## src/hw/rtl/mtfpr_pkg.sv

```systemverilog
// package with shared types and codes for the move-to-front position range core
package mtfpr_pkg;

    localparam logic [1:0] MODE_TOUCH   = 2'd0;
    localparam logic [1:0] MODE_QUERY   = 2'd1;
    localparam logic [1:0] MODE_RESTART = 2'd2;

    localparam int FIELD_W = 6;

    // control broadcast to every cell
    typedef struct packed {
        logic restart;
        logic capture;
    } mtfpr_ctrl_t;

endpackage

```

## src/hw/rtl/mtfpr_cell.sv

```systemverilog
// one list position: holds an id with its least and greatest position
module mtfpr_cell
    import mtfpr_pkg::*;
#(
    parameter int PW  = 6,
    parameter int POS = 0
)
(
    input  logic          clk,
    input  logic          rst_n,
    input  mtfpr_ctrl_t   ctrl,
    input  logic [PW-1:0] target,
    input  logic          take,
    input  logic [PW-1:0] in_id,
    input  logic [PW-1:0] in_least,
    input  logic [PW-1:0] in_greatest,
    output logic [PW-1:0] id,
    output logic [PW-1:0] least,
    output logic [PW-1:0] greatest,
    output logic          match
);

    localparam logic [PW-1:0] INIT = PW'(POS + 1);

    logic [PW-1:0] id_reg;
    logic [PW-1:0] least_reg;
    logic [PW-1:0] greatest_reg;
    logic          match_reg;

    always_ff @(posedge clk or negedge rst_n)
    begin
        if (!rst_n)
        begin
            id_reg       <= INIT;
            least_reg    <= INIT;
            greatest_reg <= INIT;
            match_reg    <= 1'b0;
        end
        else
        begin
            if (ctrl.restart)
            begin
                id_reg       <= INIT;
                least_reg    <= INIT;
                greatest_reg <= INIT;
            end
            else if (take)
            begin
                id_reg       <= in_id;
                least_reg    <= in_least;
                greatest_reg <= (in_greatest < INIT) ? INIT : in_greatest;
            end
            if (ctrl.capture)
            begin
                match_reg <= (id_reg == target);
            end
        end
    end

    assign id       = id_reg;
    assign least    = least_reg;
    assign greatest = greatest_reg;
    assign match    = match_reg;

endmodule

```

## src/hw/rtl/move_to_front_position_range_core.sv

```systemverilog
// a query result is registered: the cells capture the match on the input transfer, then the output registers load
// no new item is taken while one is in the cell row: compare on the input transfer, then shift while busy
// a query waits in the busy state while the previous result is still held
// reset: list restored to ids in order, items_in_use back to 32, no result pending
// top level: move-to-front list held in a row of cells with position tracking
module move_to_front_position_range_core
    import mtfpr_pkg::*;
#(
    parameter int MAX_ITEMS = 32
)
(
    input  logic        clk,
    input  logic        rst_n,
    input  logic        cfg_wen,
    input  logic [5:0]  cfg_wdata,
    input  logic        s_axis_tvalid,
    output logic        s_axis_tready,
    input  logic [7:0]  s_axis_tdata,   // item_id[5:0], zero pad
    input  logic [1:0]  s_axis_tuser,   // mode[1:0]
    output logic        m_axis_tvalid,
    input  logic        m_axis_tready,
    output logic [23:0] m_axis_tdata,   // queried_id, least_position, greatest_position, pad
    output logic [0:0]  m_axis_tuser    // id_out_of_range
);

    localparam int PW = ($clog2(MAX_ITEMS + 1) > FIELD_W) ? $clog2(MAX_ITEMS + 1) : FIELD_W;
    localparam logic [PW-1:0] MAX_P   = PW'(MAX_ITEMS);
    localparam logic [PW-1:0] RESET_N = (MAX_ITEMS < 32) ? PW'(MAX_ITEMS) : PW'(32);

    logic [5:0]    items_in_use_reg;
    logic [PW-1:0] active_n_reg;
    logic          busy_reg;
    logic [1:0]    mode_reg;
    logic [PW-1:0] id_reg;
    logic          out_valid_reg;
    logic [5:0]    out_id_reg;
    logic [5:0]    out_least_reg;
    logic [5:0]    out_greatest_reg;
    logic          out_flag_reg;

    logic [PW-1:0] cell_id       [MAX_ITEMS];
    logic [PW-1:0] cell_least    [MAX_ITEMS];
    logic [PW-1:0] cell_greatest [MAX_ITEMS];
    logic [MAX_ITEMS-1:0] match_vec;
    logic [MAX_ITEMS-1:0] take_vec;

    mtfpr_ctrl_t   ctrl;
    logic          accept;
    logic          id_valid;
    logic          done;
    logic          do_touch;
    logic [PW-1:0] sel_least;
    logic [PW-1:0] sel_greatest;
    logic [PW-1:0] n_cfg;
    logic [PW-1:0] n_next;

    assign accept        = s_axis_tvalid && s_axis_tready;
    assign s_axis_tready = !busy_reg;

    assign id_valid = (id_reg != '0) && (id_reg <= active_n_reg);
    assign done     = (mode_reg != MODE_QUERY) || !out_valid_reg || m_axis_tready;
    assign do_touch = busy_reg && (mode_reg == MODE_TOUCH) && id_valid;

    assign ctrl.capture = accept;
    assign ctrl.restart = busy_reg && (mode_reg == MODE_RESTART);

    // clamp the configured length at restart
    assign n_cfg  = PW'(items_in_use_reg);
    assign n_next = (n_cfg == '0) ? PW'(1) : ((n_cfg > MAX_P) ? MAX_P : n_cfg);

    // pick the matched entry, match has at most one bit set
    always_comb
    begin
        sel_least    = '0;
        sel_greatest = '0;
        for (int i = 0; i < MAX_ITEMS; i++)
        begin
            if (match_vec[i])
            begin
                sel_least    = sel_least | cell_least[i];
                sel_greatest = sel_greatest | cell_greatest[i];
            end
        end
    end

    genvar g;
    generate
        for (g = 0; g < MAX_ITEMS; g++)
        begin : g_cell
            assign take_vec[g] = do_touch && (|match_vec[MAX_ITEMS-1:g]);
            if (g == 0)
            begin : g_front
                mtfpr_cell #(.PW(PW), .POS(g)) u_cell (
                    .clk         (clk),
                    .rst_n       (rst_n),
                    .ctrl        (ctrl),
                    .target      (PW'(s_axis_tdata[5:0])),
                    .take        (take_vec[g]),
                    .in_id       (id_reg),
                    .in_least    (PW'(1)),
                    .in_greatest (sel_greatest),
                    .id          (cell_id[g]),
                    .least       (cell_least[g]),
                    .greatest    (cell_greatest[g]),
                    .match       (match_vec[g])
                );
            end
            else
            begin : g_rest
                mtfpr_cell #(.PW(PW), .POS(g)) u_cell (
                    .clk         (clk),
                    .rst_n       (rst_n),
                    .ctrl        (ctrl),
                    .target      (PW'(s_axis_tdata[5:0])),
                    .take        (take_vec[g]),
                    .in_id       (cell_id[g-1]),
                    .in_least    (cell_least[g-1]),
                    .in_greatest (cell_greatest[g-1]),
                    .id          (cell_id[g]),
                    .least       (cell_least[g]),
                    .greatest    (cell_greatest[g]),
                    .match       (match_vec[g])
                );
            end
        end
    endgenerate

    always_ff @(posedge clk or negedge rst_n)
    begin
        if (!rst_n)
        begin
            items_in_use_reg <= 6'd32;
            active_n_reg     <= RESET_N;
            busy_reg         <= 1'b0;
            out_valid_reg    <= 1'b0;
        end
        else
        begin
            if (cfg_wen)
            begin
                items_in_use_reg <= cfg_wdata;
            end
            if (accept)
            begin
                busy_reg <= 1'b1;
            end
            else if (busy_reg && done)
            begin
                busy_reg <= 1'b0;
            end
            if (ctrl.restart)
            begin
                active_n_reg <= n_next;
            end
            if (busy_reg && (mode_reg == MODE_QUERY) && done)
            begin
                out_valid_reg <= 1'b1;
            end
            else if (m_axis_tready)
            begin
                out_valid_reg <= 1'b0;
            end
        end
    end

    // payload registers
    always_ff @(posedge clk)
    begin
        if (accept)
        begin
            mode_reg <= s_axis_tuser;
            id_reg   <= PW'(s_axis_tdata[5:0]);
        end
        if (busy_reg && (mode_reg == MODE_QUERY) && done)
        begin
            out_id_reg       <= id_reg[5:0];
            out_least_reg    <= id_valid ? sel_least[5:0] : 6'd0;
            out_greatest_reg <= id_valid ? sel_greatest[5:0] : 6'd0;
            out_flag_reg     <= !id_valid;
        end
    end

    assign m_axis_tvalid = out_valid_reg;
    assign m_axis_tdata  = {6'd0, out_greatest_reg, out_least_reg, out_id_reg};
    assign m_axis_tuser  = out_flag_reg;

endmodule

```

## config.mk

```make
export PLATFORM = sky130hd
export DESIGN_NAME = move_to_front_position_range_core
export DESIGN_NICKNAME = d
export VERILOG_FILES = /design/src/hw/rtl/mtfpr_pkg.sv /design/src/hw/rtl/mtfpr_cell.sv /design/src/hw/rtl/move_to_front_position_range_core.sv
export SDC_FILE = /design/constraint.sdc
export NUM_CORES = 1
export LEC_CHECK = 0
export BUFFER_PORTS_ARGS = -buffer_cell sky130_fd_sc_hd__buf_2
export CAP_MARGIN = 20
export CORE_UTILIZATION = 55
export CTS_BUF_LIST = sky130_fd_sc_hd__clkbuf_4
export DETAILED_ROUTE_END_ITERATION = 8
export PLACE_DENSITY = 0.71
export SETUP_SLACK_MARGIN = 0.2
export SLEW_MARGIN = 40
export SYNTH_ARGS = -nofsm -noshare
export SYNTH_HDL_FRONTEND = slang
export SYNTH_SLANG_ARGS = --single-unit
```

## constraint.sdc

```tcl
create_clock -name clk -period 5.8 [get_ports clk]
set_input_delay 0 -clock clk [delete_from_list [all_inputs] [get_ports clk]]
set_output_delay 0 -clock clk [all_outputs]
set_load 0.02 [all_outputs]
```

After elaboration in Yosys (flattened, before gate mapping)
Cells that the tools add are included.

Bits in registers: 649. Input bits: 21. Output and inout port bits: 27. Logic and storage cells: 676.

Magnitude comparators: 34. Equal/unequal tests: 35. Muxes and demuxes: 294. Bitwise logic cells: 62. Reductions and logical operators: 113.

Operators with widths (count): 6-bit two-way mux (290); 6-bit OR (62); 6-bit == test (32); 6-bit by 5-bit < comparator with 1-bit output (second input constant) (16); 2-bit nonzero test (34); 6-bit by 4-bit < comparator with 1-bit output (second input constant) (8); 1-bit logical AND (40); 32-bit OR reduction (1); 31-bit OR reduction (1); 30-bit OR reduction (1); 29-bit OR reduction (1); 28-bit OR reduction (1); 27-bit OR reduction (1); 26-bit OR reduction (1); 25-bit OR reduction (1); 6-bit by 3-bit < comparator with 1-bit output (second input constant) (4); 24-bit OR reduction (1); 23-bit OR reduction (1); 22-bit OR reduction (1); 21-bit OR reduction (1); 20-bit OR reduction (1); 19-bit OR reduction (1); 18-bit OR reduction (1); 17-bit OR reduction (1); 29 further kinds (36).

Longest topological paths before layout
Depth in word-level cells: 67. Depth in mapped cells: 11. Depth with buffers taken out: 9.

Cells and area by module
From an unflattened synthesis, not the netlist that was laid out.

Cells, all modules: 2877. Area total of the unflattened synthesis: 32317.2 µm².

By module, submodules not included: move_to_front_position_range_core (times used 1, cells each 475, area each 3991.3 µm², seq. area each 1163.6 µm²); mtfpr_cell at g_cell[17].g_rest.u_cell (times used 1, cells each 80, area each 919.6 µm², seq. area each 483.0 µm²); mtfpr_cell at g_cell[12].g_rest.u_cell (times used 1, cells each 78, area each 913.4 µm², seq. area each 486.7 µm²); mtfpr_cell at g_cell[10].g_rest.u_cell (times used 1, cells each 76, area each 909.6 µm², seq. area each 486.7 µm²); mtfpr_cell at g_cell[28].g_rest.u_cell (times used 1, cells each 79, area each 909.6 µm², seq. area each 490.5 µm²); mtfpr_cell at g_cell[20].g_rest.u_cell (times used 1, cells each 79, area each 907.1 µm², seq. area each 486.7 µm²); mtfpr_cell at g_cell[9].g_rest.u_cell (times used 1, cells each 79, area each 907.1 µm², seq. area each 483.0 µm²); mtfpr_cell at g_cell[25].g_rest.u_cell (times used 1, cells each 78, area each 903.4 µm², seq. area each 486.7 µm²); mtfpr_cell at g_cell[29].g_rest.u_cell (times used 1, cells each 76, area each 900.9 µm², seq. area each 490.5 µm²); mtfpr_cell at g_cell[24].g_rest.u_cell (times used 1, cells each 78, area each 899.6 µm², seq. area each 486.7 µm²); mtfpr_cell at g_cell[5].g_rest.u_cell (times used 1, cells each 76, area each 895.9 µm², seq. area each 483.0 µm²); mtfpr_cell at g_cell[13].g_rest.u_cell (times used 1, cells each 76, area each 894.6 µm², seq. area each 486.7 µm²); mtfpr_cell at g_cell[18].g_rest.u_cell (times used 1, cells each 79, area each 894.6 µm², seq. area each 486.7 µm²); mtfpr_cell at g_cell[27].g_rest.u_cell (times used 1, cells each 74, area each 893.4 µm², seq. area each 486.7 µm²); +19 rows.

Worst setup path before layout
No wires, ideal clock.

Path kind: register -> register. Start: reg active_n_reg[5]. End: reg g_cell[7].g_rest.u_cell.greatest_reg[3]. Setup time: 75 ps. Arrival: 2648 ps. Required time: 5725 ps. Path slack: 3077 ps. Stages on the path, launching flop included: 12. Clock period less this slack: 2723 ps. Cells stage by stage: dfstp_2 inv_1 ha_1 nand2_1 or3_1 o211ai_1 nand2_2 buf_2 buf_2 nor2_2 buf_6 mux2i_1.

Cells in the longest elaborated chain, start to end: 5.

Ends and longest elaborated chain: from (decl) (RTL line move_to_front_position_range_core.sv:31) `logic [PW-1:0] active_n_reg;`; from (signal assigned) (RTL line move_to_front_position_range_core.sv:153) `active_n_reg <= n_next;`; 6-bit less-or-equal comparator (RTL line move_to_front_position_range_core.sv:60) `assign id_valid = (id_reg != '0) && (id_reg <= active_n_reg);`; 1-bit logical AND (RTL line move_to_front_position_range_core.sv:60); 1-bit logical AND (RTL line move_to_front_position_range_core.sv:62) `assign do_touch = busy_reg && (mode_reg == MODE_TOUCH) && id_valid;`; 1-bit logical AND (RTL line move_to_front_position_range_core.sv:90) `assign take_vec[g] = do_touch && (|match_vec[MAX_ITEMS-1:g]);`; 2-bit nonzero test (no source line); to (signal assigned) (RTL line mtfpr_cell.sv:51) `greatest_reg <= (in_greatest < INIT) ? INIT : in_greatest;`; to (decl) (RTL line mtfpr_cell.sv:27) `logic [PW-1:0] greatest_reg;`.

Every way passes these cells. A chain may end at the register's enable or synchronous reset.

Worst setup path in the final report
Start: reg g_cell[26].g_rest.u_cell.match_reg. End: reg g_cell[3].g_rest.u_cell.id_reg[2].

Cells in the longest elaborated chain, start to end: 3.

Ends and longest elaborated chain: from (decl) (RTL line mtfpr_cell.sv:28) `logic match_reg;`; from (signal assigned) (RTL line mtfpr_cell.sv:55) `match_reg <= (id_reg == target);`; 29-bit OR reduction (RTL line move_to_front_position_range_core.sv:90); 1-bit logical AND (RTL line move_to_front_position_range_core.sv:90); 2-bit nonzero test (no source line); to (signal assigned) (RTL line mtfpr_cell.sv:49) `id_reg <= in_id;`; to (decl) (RTL line mtfpr_cell.sv:25) `logic [PW-1:0] id_reg;`.

Every way passes these cells.

==> flow_summary.toml <==
[run_status]
outcome = "finished with violations"
violations = "DRC"

[yosys]
synth_edf_count = 27
synthFlopType = "dfrtp_1"
ys_types = 74
yosysSeqAreaShare_pct = 51.6
synth_compound_area_share_pct = 18.5
yosys_warnings = 0
ys_ff_latch = 590
synth-adder-area-share_pct = 0.255
synthXorXnorAreaFrac_pct = 5.70
synth_top_family_by_area = "compound AO/OA/AOI/OAI gates"
synth_simple_gate_area_share_pct = 18.0
synth_area_um2 = 29500
avgSynthCellArea_um2 = 9.37
synthCells = 3148
synth.area.mux_share_pct = 1.42
async_flop_share_pct = 95.4

[setup_path]
critical-path-slowest-cell = "dfrtp_1"
cp.buffers_inverters = 3
cp_max_fo = 16
worstPathArrival_ns = 4.85
crit_family = "simple AND/OR/NAND/NOR gates"
path_common_cell = "buf_4"
critical_path.max_stage_delay_ns = 0.72
cp-end-kind = "register"
critPathRequiredTime_ns = 6.68
worstSetupPathType = "reg -> reg"
crit_chain = "or4_1, nor3_4, buf_6, buf_4, and3_1, buf_4, nand2b_1, a21oi_1, o21ai_0"
cp-start-kind = "register"

[floorplan]
die_y_um = 234
rows = 84
initial_core_util_pct = 55.9
core_um2 = 52800
die_x_um = 234
dieArea_um2 = 54500
io_pins = 48

[final_layout]
layout_common_cells = "nand3_1, o21ai_0, dfrtp_1"
area_growth_pct = 11.1
largest_reg_flops = 186
instances_no_fill = 3980
final_nets = 3188
multi_input_comb_area_um2 = 13000
fillerInstances = 4481
regArea_um2 = 15200
final_common_cell = "nand3_1"
drive_gt1_share_pct = 20.4

[placed_design]
dp_hpwl_mm = 69.5
placedCellCount = 3647
port_buffers = 39
gp_congestion = 1.06

[routing]
wirelength_mm = 108
vias_per_cell = 6.76
drt-wirelength-per-cell_um = 27.2
num_vias = 26910
detail_route.first_pass.iterations = 9
drtIter0Drc = 3434
route.detailed.drc = 4
antenna_left = 0

[clock_network]
cts_tree = "done"
cts_num_sinks = 590
htree_levels = 4
numCtsBuffers = 157
worstSkewPairLatency_ns = 1.04
cts_max_path_buffers = 3
postCtsSetupBuffers = 0
clk_pin_slew_ns = 0.07
cts-resized-gates = 0
root_buffer = "clkbuf_4"

[worst_hold_path]
hp-class = "in -> async"

[grt]
grt_usage_pct = 40.0
grt_pass1_vias = 25839
grt_pass1_wl_mm = 162
grt-ovfl-total = 0
grt_max_degree = 165
antenna_found_initial = 5

[power]
powerDensity_nw_per_um2 = 365
power_leakage_uw = 0.0130
vdd_drop_max_mv = 0.204

[sta]
rsz0062_at_grt = "no"
period_share_pct = 68.5
finalSetupTns_ns = 0
skew_ns = 0.0625
fin_crit_ns = 3.97
maxSlewViolCount = 0
finalHoldViolCount = 0
whs_ns = 0.204
tightest_slew_ns = 0.916
setup-violations-final = 0
relSlewSlack_pct = 39.0
fmax_mhz = 252

[job]
cap_violations = 0
## layer usage
| metal | global-route usage, % | wire length (um) | vias to the layer above |
|---|---|---|---|
| met5 | 0 | 13 | - |
| met4 | 20.3 | 5500 | 2 |
| met3 | 10.0 | 11300 | 336 |
| met2 | 60.2 | 48200 | 1644 |
| met1 | 53.5 | 43200 | 13369 |
| li1 | - | - | 11559 |
## synthesized netlist by cell type, types with 5 or more instances
cell type	instances	share of area (%)
mux2i_1	35	1.2
a22o_1	20	0.59
nand4b_1	15	0.45
inv_1	41	0.52
mux2_2	6	0.23
and3_1	5	0.11
nor3_1	43	0.73
nand3_1	410	7.0
buf_1	30	0.38
edfxtp_1	27	2.8
nand4_1	75	1.6
dfstp_2	243	22
nand2_1	222	2.8
a21oi_1	224	3.8
o41ai_1	31	0.92
or3_1	16	0.34
a221oi_1	20	0.59
xor2_1	60	1.8
xnor2_1	132	3.9
o211ai_1	22	0.56
or4_1	6	0.15
a22oi_1	115	2.9
buf_2	24	0.41
clkbuf_1	229	2.9
o2111ai_1	10	0.30
o21ai_1	5	0.085
dfrtp_1	320	27
nor2_1	159	2.0
buf_4	7	0.18
o31ai_1	8	0.20
nor4b_1	17	0.51
nor4_1	39	0.83
o21ai_0	402	6.8
ha_1	6	0.25
o31a_1	8	0.24
or2_2	5	0.11
a31oi_1	19	0.40
nand2b_1	15	0.32
a211oi_1	11	0.28
nand3b_1	5	0.13
## worst reg2reg max path: stages, from the launching register on
cell and delay, ns:
dfrtp_1 0.72, or4_1 0.69, nor3_4 0.44, buf_6 0.24, buf_4 0.22, and3_1 0.55, buf_4 0.27, nand2b_1 0.31
a21oi_1 0.27, o21ai_0 0.10
## stage by stage
step                      instance area, um^2  worst slack, ns  utilization, %  total power (uW)
final                                   32700             1.83            62.1             12000
after global routing                    32700             1.68            62.1             12400
after CTS                               32700             1.74            61.9             11900
after detailed placement                30000             1.79            56.9              7730
after global placement                  30000             1.85            56.8              7640
after floorplan                         29500             3.08               -              6790
## kinds of logic after synthesis
group	after synthesis
xor gates and xnor gates	192
DFF	590
AOI/OAI and AO/OA	920
other	1
muxes	41
adders and majority gates	6
and+or+nand+nor	1062
buffers and inverters	336
## repair_timing
action,4_1_cts,5_1_grt
endpoints found under the hold margin,509,0
hold buffers,39,0
setup endpoints to repair,0,0
## final cells by class
type,instances,share of cell area [%]
repair buffers,143,3.85
clock inverters,22,0.779
well taps,688,2.63
flip-flops and latches,590,46.4
diodes,3,0.0229
multi-input cells,2227,39.7
inverters,42,0.481
clock buffers,265,6.07
## power breakdown
part / internal, uW / total (uW) / leakage, uW / switching, uW
Combinational: 677 / 2360 / 0.00447 / 1680
Clock: 2310 / 4170 / 0.00134 / 1860
Sequential: 4840 / 5440 / 0.00725 / 600
## path summary, 6_finish.rpt
kind / start / to / slack (ns) / cells after the start
setup reg to reg: g_cell[26].g_rest.u_cell.match / g_cell[3].g_rest.u_cell.id[2] / 1.83 / 9
max in group asynchronous: rst_n / g_cell[17].g_rest.u_cell.greatest[4] / 4.69 / 5
setup / recovery: g_cell[26].g_rest.u_cell.match / g_cell[3].g_rest.u_cell.id[2] / 1.83 / 9
hold / removal: rst_n / g_cell[28].g_rest.u_cell.id[1] / 0.20 / 4
hold reg to reg: g_cell[23].g_rest.u_cell.least[4] / g_cell[24].g_rest.u_cell.least[4] / 0.47 / 2
min in group clk: s_axis_tuser[0] / mode_reg[0] / 0.28 / 3
Power figures use the tool's default switching activity.
